<file path="config.mk">
export PLATFORM = sky130hd
export DESIGN_NAME = tga_rle_pixel_decoder_unit
export DESIGN_NICKNAME = d
export VERILOG_FILES = /design/src/sv/tga_pkg.sv /design/src/sv/tga_rle_pixel_decoder_unit.sv /design/src/sv/tga_datapath.sv /design/src/sv/tga_ctrl.sv
export VERILOG_INCLUDE_DIRS = /design/src /design/src/sv
export SDC_FILE = /design/constraint.sdc
export NUM_CORES = 2
export LEC_CHECK = 0
export ABC_AREA = 1
export BUFFER_PORTS_ARGS = -buffer_cell sky130_fd_sc_hd__buf_2
export CORE_MARGIN = 5
export CORE_UTILIZATION = 54
export CTS_CLUSTER_SIZE = 16
export DETAILED_ROUTE_END_ITERATION = 16
export PLACE_DENSITY = 0.71
export SLEW_MARGIN = 5
export SYNTH_ARGS = -nofsm -noshare
export SYNTH_HDL_FRONTEND = slang
export SYNTH_SLANG_ARGS = --single-unit
</file>
<file path="constraint.sdc">
create_clock -name clk_i -period 9.9 [get_ports clk_i]
set_input_delay 1.98 -clock clk_i [delete_from_list [all_inputs] [get_ports clk_i]]
set_output_delay 1.98 -clock clk_i [all_outputs]
set_load 0.1 [all_outputs]
</file>
<file path="src/sv/tga_rle_pixel_decoder_unit_defines.svh">
// Assertion macros for the Targa decoder.
// Included by the top level; no other dependencies.
`ifndef TGA_RLE_PIXEL_DECODER_UNIT_DEFINES_SVH
`define TGA_RLE_PIXEL_DECODER_UNIT_DEFINES_SVH
// assert that an antecedent implies a consequent in the next cycle
`define TGA_ASSERT_NEXT(lbl, clk, rstn, ante, cons, msg) \
  lbl: assert property (@(posedge clk) disable iff (!rstn) (ante) |=> (cons)) \
    else $error(msg);
// assert an invariant
`define TGA_ASSERT_ALWAYS(lbl, clk, rstn, cond, msg) \
  lbl: assert property (@(posedge clk) disable iff (!rstn) (cond)) else $error(msg);
`endif

</file>
<file path="src/sv/tga_pkg.sv">
// Shared types and constants for the Targa decoder.
// No dependencies.
package tga_pkg;
  localparam int unsigned HdrLen   = 18;
  localparam logic [7:0]  TypeRaw  = 8'd2;
  localparam logic [7:0]  TypeRle  = 8'd10;
  localparam logic [7:0]  CntMask  = 8'h7F;
  localparam logic [7:0]  RunFlag  = 8'h80;
  localparam int unsigned DimW     = 16;
  localparam int unsigned IdxW     = 32;

  localparam logic [2:0] PhHeader = 3'd0;
  localparam logic [2:0] PhIdSkip = 3'd1;
  localparam logic [2:0] PhRaw    = 3'd2;
  localparam logic [2:0] PhPktHdr = 3'd3;
  localparam logic [2:0] PhPktPix = 3'd4;
  localparam logic [2:0] PhIdle   = 3'd5;

  // controller -> datapath
  typedef struct packed {
    logic       start_div;   // launch division of pixel index by width
    logic [7:0] len;         // requested run length
    logic       reject;      // emit a rejection result
  } dp_cmd_t;

  // datapath -> controller
  typedef struct packed {
    logic busy;              // division running or result waiting
  } dp_sts_t;
endpackage

</file>
<file path="src/sv/tga_rle_pixel_decoder_unit.sv">
// Targa truecolour decoder: one file byte per input transfer, one run per output transfer.
// Header, ID, packet and non-final pixel bytes are taken whenever the datapath is not busy; no run output.
// A pixel's last byte starts a restoring division of index by width; tvalid rises once
// the division ends, and the next byte is taken only after that result is accepted.
// A rejection is valid the cycle after the last header byte; input held while a result waits.
// Asynchronous active-low reset puts the parser at header byte 0, slot 0.
`include "tga_rle_pixel_decoder_unit_defines.svh"
module tga_rle_pixel_decoder_unit (
  input  logic        clk_i,
  input  logic        rst_ni,
  input  logic        cfg_we_i,
  input  logic [2:0]  cfg_wdata_i,     // texture_slot
  input  logic        s_axis_tvalid,
  output logic        s_axis_tready,
  input  logic [7:0]  s_axis_tdata,    // [7:0] file_byte
  input  logic        s_axis_tuser,    // start_of_file
  output logic        m_axis_tvalid,
  input  logic        m_axis_tready,
  output logic [71:0] m_axis_tdata,    // slot, red, green, blue, row, col, len, pad
  output logic        m_axis_tuser,    // result_kind
  output logic        m_axis_tlast     // image_complete
);
  import tga_pkg::*;

  logic [2:0]  slot_q;
  dp_cmd_t     cmd;
  dp_sts_t     sts;
  logic [23:0] color;
  logic [15:0] width, height;
  logic [31:0] index, total;
  logic [7:0]  clip_len;

  always_ff @(posedge clk_i or negedge rst_ni) begin
    if (!rst_ni) slot_q <= 3'd0;
    else if (cfg_we_i) slot_q <= cfg_wdata_i;
  end

  tga_ctrl u_ctrl (
    .clk_i, .rst_ni, .in_valid_i(s_axis_tvalid), .in_ready_o(s_axis_tready),
    .byte_i(s_axis_tdata), .sof_i(s_axis_tuser), .sts_i(sts), .clip_len_i(clip_len),
    .cmd_o(cmd), .color_o(color), .width_o(width), .height_o(height),
    .index_o(index), .total_o(total)
  );

  tga_datapath u_dp (
    .clk_i, .rst_ni, .cmd_i(cmd), .sts_o(sts), .slot_i(slot_q), .color_i(color),
    .width_i(width), .height_i(height), .index_i(index), .total_i(total),
    .out_valid_o(m_axis_tvalid), .out_ready_i(m_axis_tready),
    .out_data_o(m_axis_tdata), .out_kind_o(m_axis_tuser), .out_last_o(m_axis_tlast),
    .clip_len_o(clip_len)
  );

  `TGA_ASSERT_NEXT(a_start_busy, clk_i, rst_ni, cmd.start_div, sts.busy, "divider not busy")
  `TGA_ASSERT_ALWAYS(a_no_double, clk_i, rst_ni, !(cmd.start_div && cmd.reject), "clash")
  `TGA_ASSERT_NEXT(a_rej_out, clk_i, rst_ni, cmd.reject, m_axis_tvalid, "reject lost")
endmodule

</file>
<file path="src/sv/tga_datapath.sv">
// Datapath: restoring divider for the pixel position, run clipping, output register.
// Depends on tga_pkg.
module tga_datapath (
  input  logic              clk_i,
  input  logic              rst_ni,
  input  tga_pkg::dp_cmd_t  cmd_i,
  output tga_pkg::dp_sts_t  sts_o,
  input  logic [2:0]        slot_i,
  input  logic [23:0]       color_i,
  input  logic [15:0]       width_i,
  input  logic [15:0]       height_i,
  input  logic [31:0]       index_i,
  input  logic [31:0]       total_i,
  output logic              out_valid_o,
  input  logic              out_ready_i,
  output logic [71:0]       out_data_o,
  output logic              out_kind_o,
  output logic              out_last_o,
  output logic [7:0]        clip_len_o
);
  import tga_pkg::*;

  logic        run_q, run_d;
  logic [5:0]  cnt_q, cnt_d;
  logic [31:0] quo_q, quo_d;
  logic [15:0] rem_q, rem_d;
  logic        ov_q, ov_d;
  logic [71:0] od_q, od_d;
  logic        ok_q, ok_d;
  logic        ol_q, ol_d;
  logic [7:0]  len_q, len_d;
  logic        comp_q, comp_d;
  logic [2:0]  slot_q, slot_d;
  logic [23:0] col_q, col_d;
  logic [31:0] left;
  logic [7:0]  clip;
  logic [16:0] trial;
  logic [16:0] diff;
  logic [15:0] row, colm;

  assign left = total_i - index_i;
  assign clip = ({24'd0, cmd_i.len} > left) ? left[7:0] : cmd_i.len;
  assign clip_len_o = clip;
  assign trial = {rem_q, quo_q[31]};
  assign diff  = trial - {1'b0, width_i};
  assign row  = height_i - 16'd1 - quo_q[15:0];
  assign colm = width_i - 16'd1 - rem_q;

  always_comb begin
    run_d = run_q; cnt_d = cnt_q; quo_d = quo_q; rem_d = rem_q;
    ov_d = ov_q; od_d = od_q; ok_d = ok_q; ol_d = ol_q; len_d = len_q; comp_d = comp_q;
    slot_d = slot_q; col_d = col_q;
    if (ov_q && out_ready_i) ov_d = 1'b0;
    if (cmd_i.reject) begin
      ov_d = 1'b1;
      od_d = {69'd0, slot_i};
      ok_d = 1'b1;
      ol_d = 1'b0;
    end else if (cmd_i.start_div) begin
      run_d = 1'b1; cnt_d = 6'd0; quo_d = index_i; rem_d = 16'd0;
      len_d = clip; comp_d = ({24'd0, clip} == left);
      slot_d = slot_i; col_d = color_i;
    end else if (run_q) begin
      // one quotient bit per cycle
      if (trial >= {1'b0, width_i}) begin
        rem_d = diff[15:0];
        quo_d = {quo_q[30:0], 1'b1};
      end else begin
        rem_d = trial[15:0];
        quo_d = {quo_q[30:0], 1'b0};
      end
      cnt_d = cnt_q + 6'd1;
      if (cnt_q == 6'd31) run_d = 1'b0;
    end else if (cnt_q == 6'd32 && !ov_d) begin
      cnt_d = 6'd0;
      ov_d = 1'b1;
      od_d = {5'd0, len_q, colm, row, col_q[7:0], col_q[15:8], col_q[23:16], slot_q};
      ok_d = 1'b0;
      ol_d = comp_q;
    end
  end

  always_ff @(posedge clk_i or negedge rst_ni) begin
    if (!rst_ni) begin
      run_q <= 1'b0; cnt_q <= 6'd0; ov_q <= 1'b0;
    end else begin
      run_q <= run_d; cnt_q <= cnt_d; ov_q <= ov_d;
    end
  end

  always_ff @(posedge clk_i) begin
    quo_q <= quo_d; rem_q <= rem_d; od_q <= od_d; ok_q <= ok_d; ol_q <= ol_d;
    len_q <= len_d; comp_q <= comp_d; slot_q <= slot_d; col_q <= col_d;
  end

  assign sts_o.busy  = run_q || (cnt_q == 6'd32) || ov_q;
  assign out_valid_o = ov_q;
  assign out_data_o  = od_q;
  assign out_kind_o  = ok_q;
  assign out_last_o  = ol_q;
endmodule

</file>
<file path="src/sv/tga_ctrl.sv">
// Controller: header parser, packet sequencer and pixel byte gathering.
// Depends on tga_pkg.
module tga_ctrl (
  input  logic              clk_i,
  input  logic              rst_ni,
  input  logic              in_valid_i,
  output logic              in_ready_o,
  input  logic [7:0]        byte_i,
  input  logic              sof_i,
  input  tga_pkg::dp_sts_t  sts_i,
  input  logic [7:0]        clip_len_i,
  output tga_pkg::dp_cmd_t  cmd_o,
  output logic [23:0]       color_o,
  output logic [15:0]       width_o,
  output logic [15:0]       height_o,
  output logic [31:0]       index_o,
  output logic [31:0]       total_o
);
  import tga_pkg::*;

  logic [2:0]  ph_q, ph_d;
  logic [4:0]  hc_q, hc_d;
  logic [7:0]  ids_q, ids_d, typ_q, typ_d, pl_q, pl_d;
  logic [15:0] w_q, w_d, h_q, h_d;
  logic [2:0]  bpp_q, bpp_d, bip_q, bip_d;
  logic        run_q, run_d;
  logic [23:0] col_q, col_d;
  logic [31:0] idx_q, idx_d, tot_q, tot_d;
  logic        acc, done_pix;
  logic [2:0]  ph, bip;
  logic [7:0]  pl;
  logic        rn;

  assign in_ready_o = !sts_i.busy;
  assign acc = in_valid_i && in_ready_o;

  always_comb begin
    ph_d = ph_q; hc_d = hc_q; ids_d = ids_q; typ_d = typ_q; pl_d = pl_q;
    w_d = w_q; h_d = h_q; bpp_d = bpp_q; bip_d = bip_q; run_d = run_q;
    col_d = col_q; idx_d = idx_q; tot_d = tot_q;
    cmd_o = '0;
    done_pix = 1'b0;
    ph = ph_q; bip = bip_q; pl = pl_q; rn = run_q;
    if (acc) begin
      if (sof_i) begin
        ph = PhHeader; hc_d = 5'd0; idx_d = 32'd0; bip = 3'd0; pl = 8'd0; rn = 1'b0;
      end
      ph_d = ph; bip_d = bip; pl_d = pl; run_d = rn;
      if (sof_i) hc_d = 5'd0;
      unique case (ph) inside
        PhHeader: begin
          case (sof_i ? 5'd0 : hc_q)
            5'd0:  ids_d = byte_i;
            5'd2:  typ_d = byte_i;
            5'd12: w_d = {w_q[15:8], byte_i};
            5'd13: w_d = {byte_i, w_q[7:0]};
            5'd14: h_d = {h_q[15:8], byte_i};
            5'd15: h_d = {byte_i, h_q[7:0]};
            5'd16: bpp_d = byte_i[7:6] != 2'd0 ? 3'd0 : byte_i[5:3];
            default: ;
          endcase
          if ((sof_i ? 5'd0 : hc_q) == 5'(HdrLen - 1)) begin
            hc_d = 5'd0; idx_d = 32'd0;
            tot_d = w_q * h_q;
            if ((typ_q != TypeRaw && typ_q != TypeRle) ||
                (bpp_d != 3'd3 && bpp_d != 3'd4)) begin
              ph_d = PhIdle; cmd_o.reject = 1'b1;
            end else if (ids_q != 8'd0) ph_d = PhIdSkip;
            else begin
              bip_d = 3'd0;
              ph_d = (w_q == 16'd0 || h_q == 16'd0) ? PhIdle :
                     (typ_q == TypeRaw) ? PhRaw : PhPktHdr;
            end
          end else hc_d = (sof_i ? 5'd0 : hc_q) + 5'd1;
        end
        PhIdSkip: begin
          ids_d = ids_q - 8'd1;
          if (ids_q == 8'd1) begin
            bip_d = 3'd0;
            ph_d = (tot_q == 32'd0) ? PhIdle : (typ_q == TypeRaw) ? PhRaw : PhPktHdr;
          end
        end
        PhPktHdr: begin
          pl_d = (byte_i & CntMask) + 8'd1;
          run_d = (byte_i & RunFlag) != 8'd0;
          bip_d = 3'd0; ph_d = PhPktPix;
        end
        PhRaw, PhPktPix: begin
          if (bip < 3'd3) begin
            case (bip[1:0])
              2'd0: col_d[7:0] = byte_i;
              2'd1: col_d[15:8] = byte_i;
              default: col_d[23:16] = byte_i;
            endcase
          end
          bip_d = bip + 3'd1;
          if (bip + 3'd1 >= bpp_q) begin
            bip_d = 3'd0; done_pix = 1'b1;
          end
        end
        default: ;
      endcase
      if (done_pix) begin
        cmd_o.start_div = 1'b1;
        cmd_o.len = 8'd1;
        if (ph == PhPktPix) begin
          if (rn) begin
            cmd_o.len = pl; pl_d = 8'd0; ph_d = PhPktHdr;
          end else begin
            pl_d = pl - 8'd1;
            if (pl == 8'd1) ph_d = PhPktHdr;
          end
        end
        idx_d = idx_q + {24'd0, clip_len_i};
        if (idx_d >= tot_q) ph_d = PhIdle;
      end
    end
  end

  always_ff @(posedge clk_i or negedge rst_ni) begin
    if (!rst_ni) begin
      ph_q <= PhHeader; hc_q <= '0; ids_q <= '0; typ_q <= '0; pl_q <= '0;
      w_q <= '0; h_q <= '0; bpp_q <= '0; bip_q <= '0; run_q <= 1'b0;
      col_q <= '0; idx_q <= '0; tot_q <= '0;
    end else begin
      ph_q <= ph_d; hc_q <= hc_d; ids_q <= ids_d; typ_q <= typ_d; pl_q <= pl_d;
      w_q <= w_d; h_q <= h_d; bpp_q <= bpp_d; bip_q <= bip_d; run_q <= run_d;
      col_q <= col_d; idx_q <= idx_d; tot_q <= tot_d;
    end
  end

  assign color_o  = col_d;
  assign width_o  = w_q;
  assign height_o = h_q;
  assign index_o  = idx_q;
  assign total_o  = tot_q;
endmodule

</file>
# After elaboration in Yosys (flattened, before gate mapping)

Index checks and enable logic that the tools add are counted.

ROM bits: 0
Word-level logic and storage cells: 202
Memory bits (writable): 0
Memories kept: 0
Bits in latches: 0
Output and inout bits: 76
Bits in registers: 323
Input bits: 17

Multipliers: 1
Div/mod/pow operators: 0
Bitwise logic cells: 7
Order comparisons: 5
Add/sub/neg operators: 13
Reductions and logical operators: 38
Mux-type cells: 84
Shift operators: 0
Eq/ne operators: 25

Operator list:

| operator                | number |
|---|---|
| $mux W32                | 6 |
| $mux W8                 | 13 |
| $mux W3                 | 28 |
| $mux W24                | 3 |
| $pmux W16 S2            | 2 |
| $sub A16 B16 Y16        | 3 |
| $add A32 B8 Y32         | 1 |
| $eq A8 B32 Y1           | 1 |
| $ge A32 B32 Y1          | 1 |
| $gt A8 B32 Y1           | 1 |
| $logic_not A16 Y1       | 2 |
| $logic_not A32 Y1       | 1 |
| $mul A16 B16 Y32        | 1 |
| $mux W16                | 2 |
| $sub A16 B1 Y16 const B | 2 |
| $sub A32 B32 Y32        | 1 |
| $eq A5 B4 Y1 const B    | 4 |
| $mux W1                 | 19 |
| $mux W6                 | 3 |
| $ge A17 B16 Y1          | 1 |
| $eq A8 B1 Y1 const B    | 2 |
| $pmux W8 S2             | 1 |
| $reduce_and A4 Y1       | 4 |
| $sub A8 B1 Y8 const B   | 2 |
| 38 further kinds        | 69 |

# Depth between registers and ports, before layout

Depth in word-level cells: 22
Depth in mapped cells: 56
Gate-level depth less buffers: 55

# Hierarchy

From an unflattened synthesis, not the netlist that was laid out.

Cell total of the unflattened synthesis: 4008
Area, all modules: 29509.6 µm²

By module, submodules not included:

| module                     | sequential area each (µm²) | area an instance (µm²) | cells each | instances |
|---|---|---|---|---|
| tga_ctrl                   | 3978.8                     | 18240.0                | 2430       | 1 |
| tga_datapath               | 4134.0                     | 11157.0                | 1565       | 1 |
| tga_rle_pixel_decoder_unit | 75.1                       | 112.6                  | 13         | 1 |

# Worst setup path before layout

OpenSTA, ideal clock, no wires.

Path type: in2reg
Start: input s_axis_tuser
End: register u_ctrl.ph_q[0]
Arrival time: 8.775 ns
Required time: 9.783 ns
Setup time: 0.117 ns
Path slack: 1.007 ns
Cell stages on the path: 54
Path buffers: 3
Cells stage by stage: buf_6 > clkbuf_1 > nor2_1 > inv_1 > ha_1 > ha_1 > nand2_1 > o21ai_0 > a31oi_1 > nor2_8 > inv_4 > nor2_8 > inv_4 > nor2_1 > ha_1 > inv_1 > nor2_1 > nor2_1 > [18 not listed] > nor2_2 > nand2_2 > nor3_1 > nand3_1 > xor2_1 > inv_1 > ha_1 > nand2_1 > inv_1 > nand3_1 > nor3_1 > and3_1 > o31ai_1 > nand3_1 > a21oi_1 > o2111ai_1 > o21ai_1 > inv_1

Elaborated cells on any way between the ends: 47
Classes of those cells: add/sub (2); order compare (3); eq/ne (9); mux (29); reduce/logical (4)

RTL lines:

| item                 | RTL line                         | RTL |
|---|---|---|
| start, declared      | tga_rle_pixel_decoder_unit.sv:16 | `input logic s_axis_tuser,` |
| $mux W3              | tga_ctrl.sv:45                   | `if (sof_i) begin` |
| $mux W3              | tga_ctrl.sv:44                   | `if (acc) begin` |
| $add A3 B1 Y3        | tga_ctrl.sv:97                   | `if (bip + 3'd1 >= bpp_q) begin` |
| $ge A3 B3 Y1         | tga_ctrl.sv:97                   |  |
| $mux W1              | tga_ctrl.sv:97                   |  |
| $mux W1              | tga_ctrl.sv:50                   | `unique case (ph) inside` |
| $mux W1              | tga_ctrl.sv:44                   |  |
| $mux W9 *            | tga_ctrl.sv:103                  | `if (done_pix) begin` |
| $mux W10 *           | tga_ctrl.sv:44                   |  |
| $gt A8 B32 Y1        | tga_datapath.sv:42               | `assign clip = ({24'd0, cmd_i.len} > left) ? left[7:0] : cmd_i.len;` |
| $mux W8 *            | tga_datapath.sv:42               |  |
| via clip_len[0]      | tga_rle_pixel_decoder_unit.sv:31 | `logic [7:0] clip_len;` |
| $add A32 B8 Y32 *    | tga_ctrl.sv:114                  | `idx_d = idx_q + {24'd0, clip_len_i};` |
| $ge A32 B32 Y1 *     | tga_ctrl.sv:115                  | `if (idx_d >= tot_q) ph_d = PhIdle;` |
| $mux W3 *            | tga_ctrl.sv:115                  |  |
| $mux W3 *            | tga_ctrl.sv:103                  |  |
| end signal, assigned | tga_ctrl.sv:122                  | `ph_q <= PhHeader; hc_q <= '0; ids_q <= '0; typ_q <= '0; pl_q <= '0;` |
| end signal, assigned | tga_ctrl.sv:126                  | `ph_q <= ph_d; hc_q <= hc_d; ids_q <= ids_d; typ_q <= typ_d; pl_q <= pl_d;` |
| end, declared        | tga_ctrl.sv:21                   | `logic [2:0] ph_q, ph_d;` |

The timed path passes the listed nets; every way through them passes the cells marked *. The select of a mux whose other input is x is not followed.
A chain may end at the register's enable or synchronous reset.

# Worst setup path in the final report

Ends and elaborated chain as after synthesis.

==> results.toml <==
[status]
status = "complete, no violations"

[die]
die_x_um = 242
rows = 84
design.die.area_um2 = 58400
start_util = 0.548
core_area_um2 = 52900
ios = 93
fp.dieH_um = 242

[global_routing]
antenna_found_initial = 1
grt_usage = 0.263
grt_max_degree = 104
grt_pass1_wl_mm = 126
grt_pass1_vias = 23630
grt.overflow.total = 0

[clock_network]
cts_buffers = 37
cts_root_buf = "clkbuf_16"
cts_tree = "yes"
clock_latency_ns = 0.57
cts.clk_slew.worst_paths_ns = 0.06
holdBufCountCts = 0
clock-sinks = 323
cts_max_level = 2
clockBufferDepth = 3

[run]
maxCapViolations = 0

[critical_path]
cpMaxStageDelayCell = "o21ai_0"
cp-start-kind = "input pin"
slowest_delay_ns = 0.40
crit_path_end_kind = "flip-flop"
path_buf_inv = 11
critPathMaxFanout = 19
path_class = "input pin to flip-flop"
cp.arrival_ns = 9.68
cp_top_family = "compound AO/OA/AOI/OAI gates"
cp.required_ns = 10.33

[logic_synthesis]
yosys_register_bits = 323
yosysTopAreaCellShare = 0.147
syn_inst = 3835
yosysSeqAreaShare = 0.283
synth_common_cells = "nand2_1 (986), inv_1 (748), o21ai_0 (284)"
async_flop_share = 0.526
synth_edf_count = 87
synthDistinctLibCells = 56
yosys.cell_count.top_type = "nand2_1"
yosysWarnings = 0
ys_top_cells_by_area = "dfrtp_1 (15%), fa_1 (14%), nand2_1 (13%)"
synthFlopType = "dfrtp_1"
synth_area_per_cell_um2 = 7.55
synthesis.area_um2 = 29000
yosysTopAreaCell = "dfrtp_1"

[route]
detail_route.wl_per_cell_um = 17.0
wl_mm = 78.0
dr.pass1.iters = 8
ant_nets = 0
dr.first_iter.drc_count = 1999
vias_per_cell = 5.36
num_vias = 24602
drc_errors = 0

[final_layout]
nets = 4331
drive_above_1_share = 0.0698
n_antenna_cell = 0
area_delta_synth_final_pct = 8.06
final_cell_count_no_fill = 4587
final_util = 0.592
final_area_um2 = 31300

[power_and_ir_drop]
power_density_nw_per_um2 = 216
irDropWorstVdd_v = 0.000146
leakagePower_uw = 0.0164

[timing]
worst_pin_slew_ns = 1.11
timing.hold.ws_ns = 0.433
fin_crit_ns = 9.25
slew_headroom = 0.259
slew_violations = 0
finalClockSkew_ns = 0.0344
fmax_mhz = 108
setup_viol = 0
hold_violations = 0
fin_crit_sh = 0.935
grt_setup_unrepaired = "true"
setup_ws_ns = 0.646

[placed_design]
place_area_um2 = 30000
hpwl_mm = 59.3
dp_slack_ns = 0.0905
port_buffers = 87
place_inst = 4518
gp_congestion = 0.946

[worst_hold_path]
hold_path_class = "flip-flop to flip-flop"
[tightest hold or removal path, cell delays in order, from the launching register on]
cell and delay (ns):
edfxtp_1 0.32, nand2_1 0.05, nand2_1 0.05
[cell usage in the layout, fill, tap and decap left out, types with 39 or more instances in the layout]
master       n
buf_2       86
nand3_1    159
dfxtp_1     66
o21ai_0    283
buf_4       41
inv_1      747
fa_1       199
ha_1       245
nand2_1    985
edfxtp_1    87
dfrtp_1    170
xnor2_1     39
nor2_1     184
a21oi_1    177
xor2_1      56
clkbuf_16   39
[worst paths after layout]
kind / end / startpoint / depth (start not counted) / slack [ns]
worst max-delay path: u_ctrl.ph_q[0]$_DFFE_PN0N_ / s_axis_tuser / 51 / 0.65
worst min-delay path: u_dp.out_data_o[22]$_SDFFE_PP0P_ / u_dp.col_q[3]$_DFFE_PP_ / 2 / 0.43
worst max register to register: u_ctrl.ph_q[0]$_DFFE_PN0N_ / u_ctrl.bip_q[0]$_DFFE_PN0N_ / 51 / 1.80
worst min register to register: u_dp.out_data_o[22]$_SDFFE_PP0P_ / u_dp.col_q[3]$_DFFE_PP_ / 2 / 0.43
max in group asynchronous: u_ctrl.index_o[20]$_DFFE_PN0N_ / rst_ni / 2 / 6.82
min in group asynchronous: u_ctrl.ids_q[5]$_DFFE_PN0P_ / rst_ni / 1 / 1.56
[report_power, final]
part	total, uW	switching [uW]	internal, uW
combinational	3280	2330	958
clock	1450	587	859
sequential	2020	234	1790
[layer usage]
metal / routed length, um / global-route usage
met5: 0 / 0
met4: 2150 / 0.0712
met3: 4980 / 0.0396
met2: 36400 / 0.435
met1: 34500 / 0.365
[what timing repair did]
action | in CTS | in global routing
setup endpoints to repair | 0 | 3
gates resized for setup | 0 | 5
buffers inserted | 0 | 1
[metrics by stage]
stage          TNS, ns  total power [uW]
5_1_grt        -0.0429              7240
4_1_cts              0              6740
3_5_place_dp         0              5270
2_1_floorplan        0              4510
6_report             0              6750
3_3_place_gp         0              5240
[final cells by class]
type	count	area (um^2)
clock buffers	53	1100
clock inverters	15	188
fillers	4869	21600
inverters	774	2910
multi-input cells	2606	17300
flip-flops and latches	323	8190
well taps	688	861
repair buffers	128	749
[registers in the layout (all words and copies together) (netlist names), 5 cells and up]
register	flops
u_ctrl.index_o	32
u_ctrl.hc_q	5
u_ctrl.pl_q	8
u_ctrl.ids_q	8
u_ctrl.typ_q	8
u_dp.quo_q	32
u_dp.cnt_q	6
u_ctrl.col_q	24
u_dp.rem_q	16
u_dp.len_q	8
u_dp.out_data_o	67
u_ctrl.width_o	16
u_dp.col_q	24
u_ctrl.height_o	16
u_ctrl.total_o	32
[kinds of logic (layout without fill, tap and decap cells)]
kind of cell	after synthesis	count (layout)	synth area share
and+or+nand+nor	1480	1480	0.214
AOI/OAI and AO/OA	582	582	0.109
adders and majority gates	444	444	0.243
xor gates and xnor gates	95	95	0.0287
other	1	5	0.000129
buffers and inverters	910	970	0.121
DFF	323	323	0.283
(Power assumes the default switching activity.)
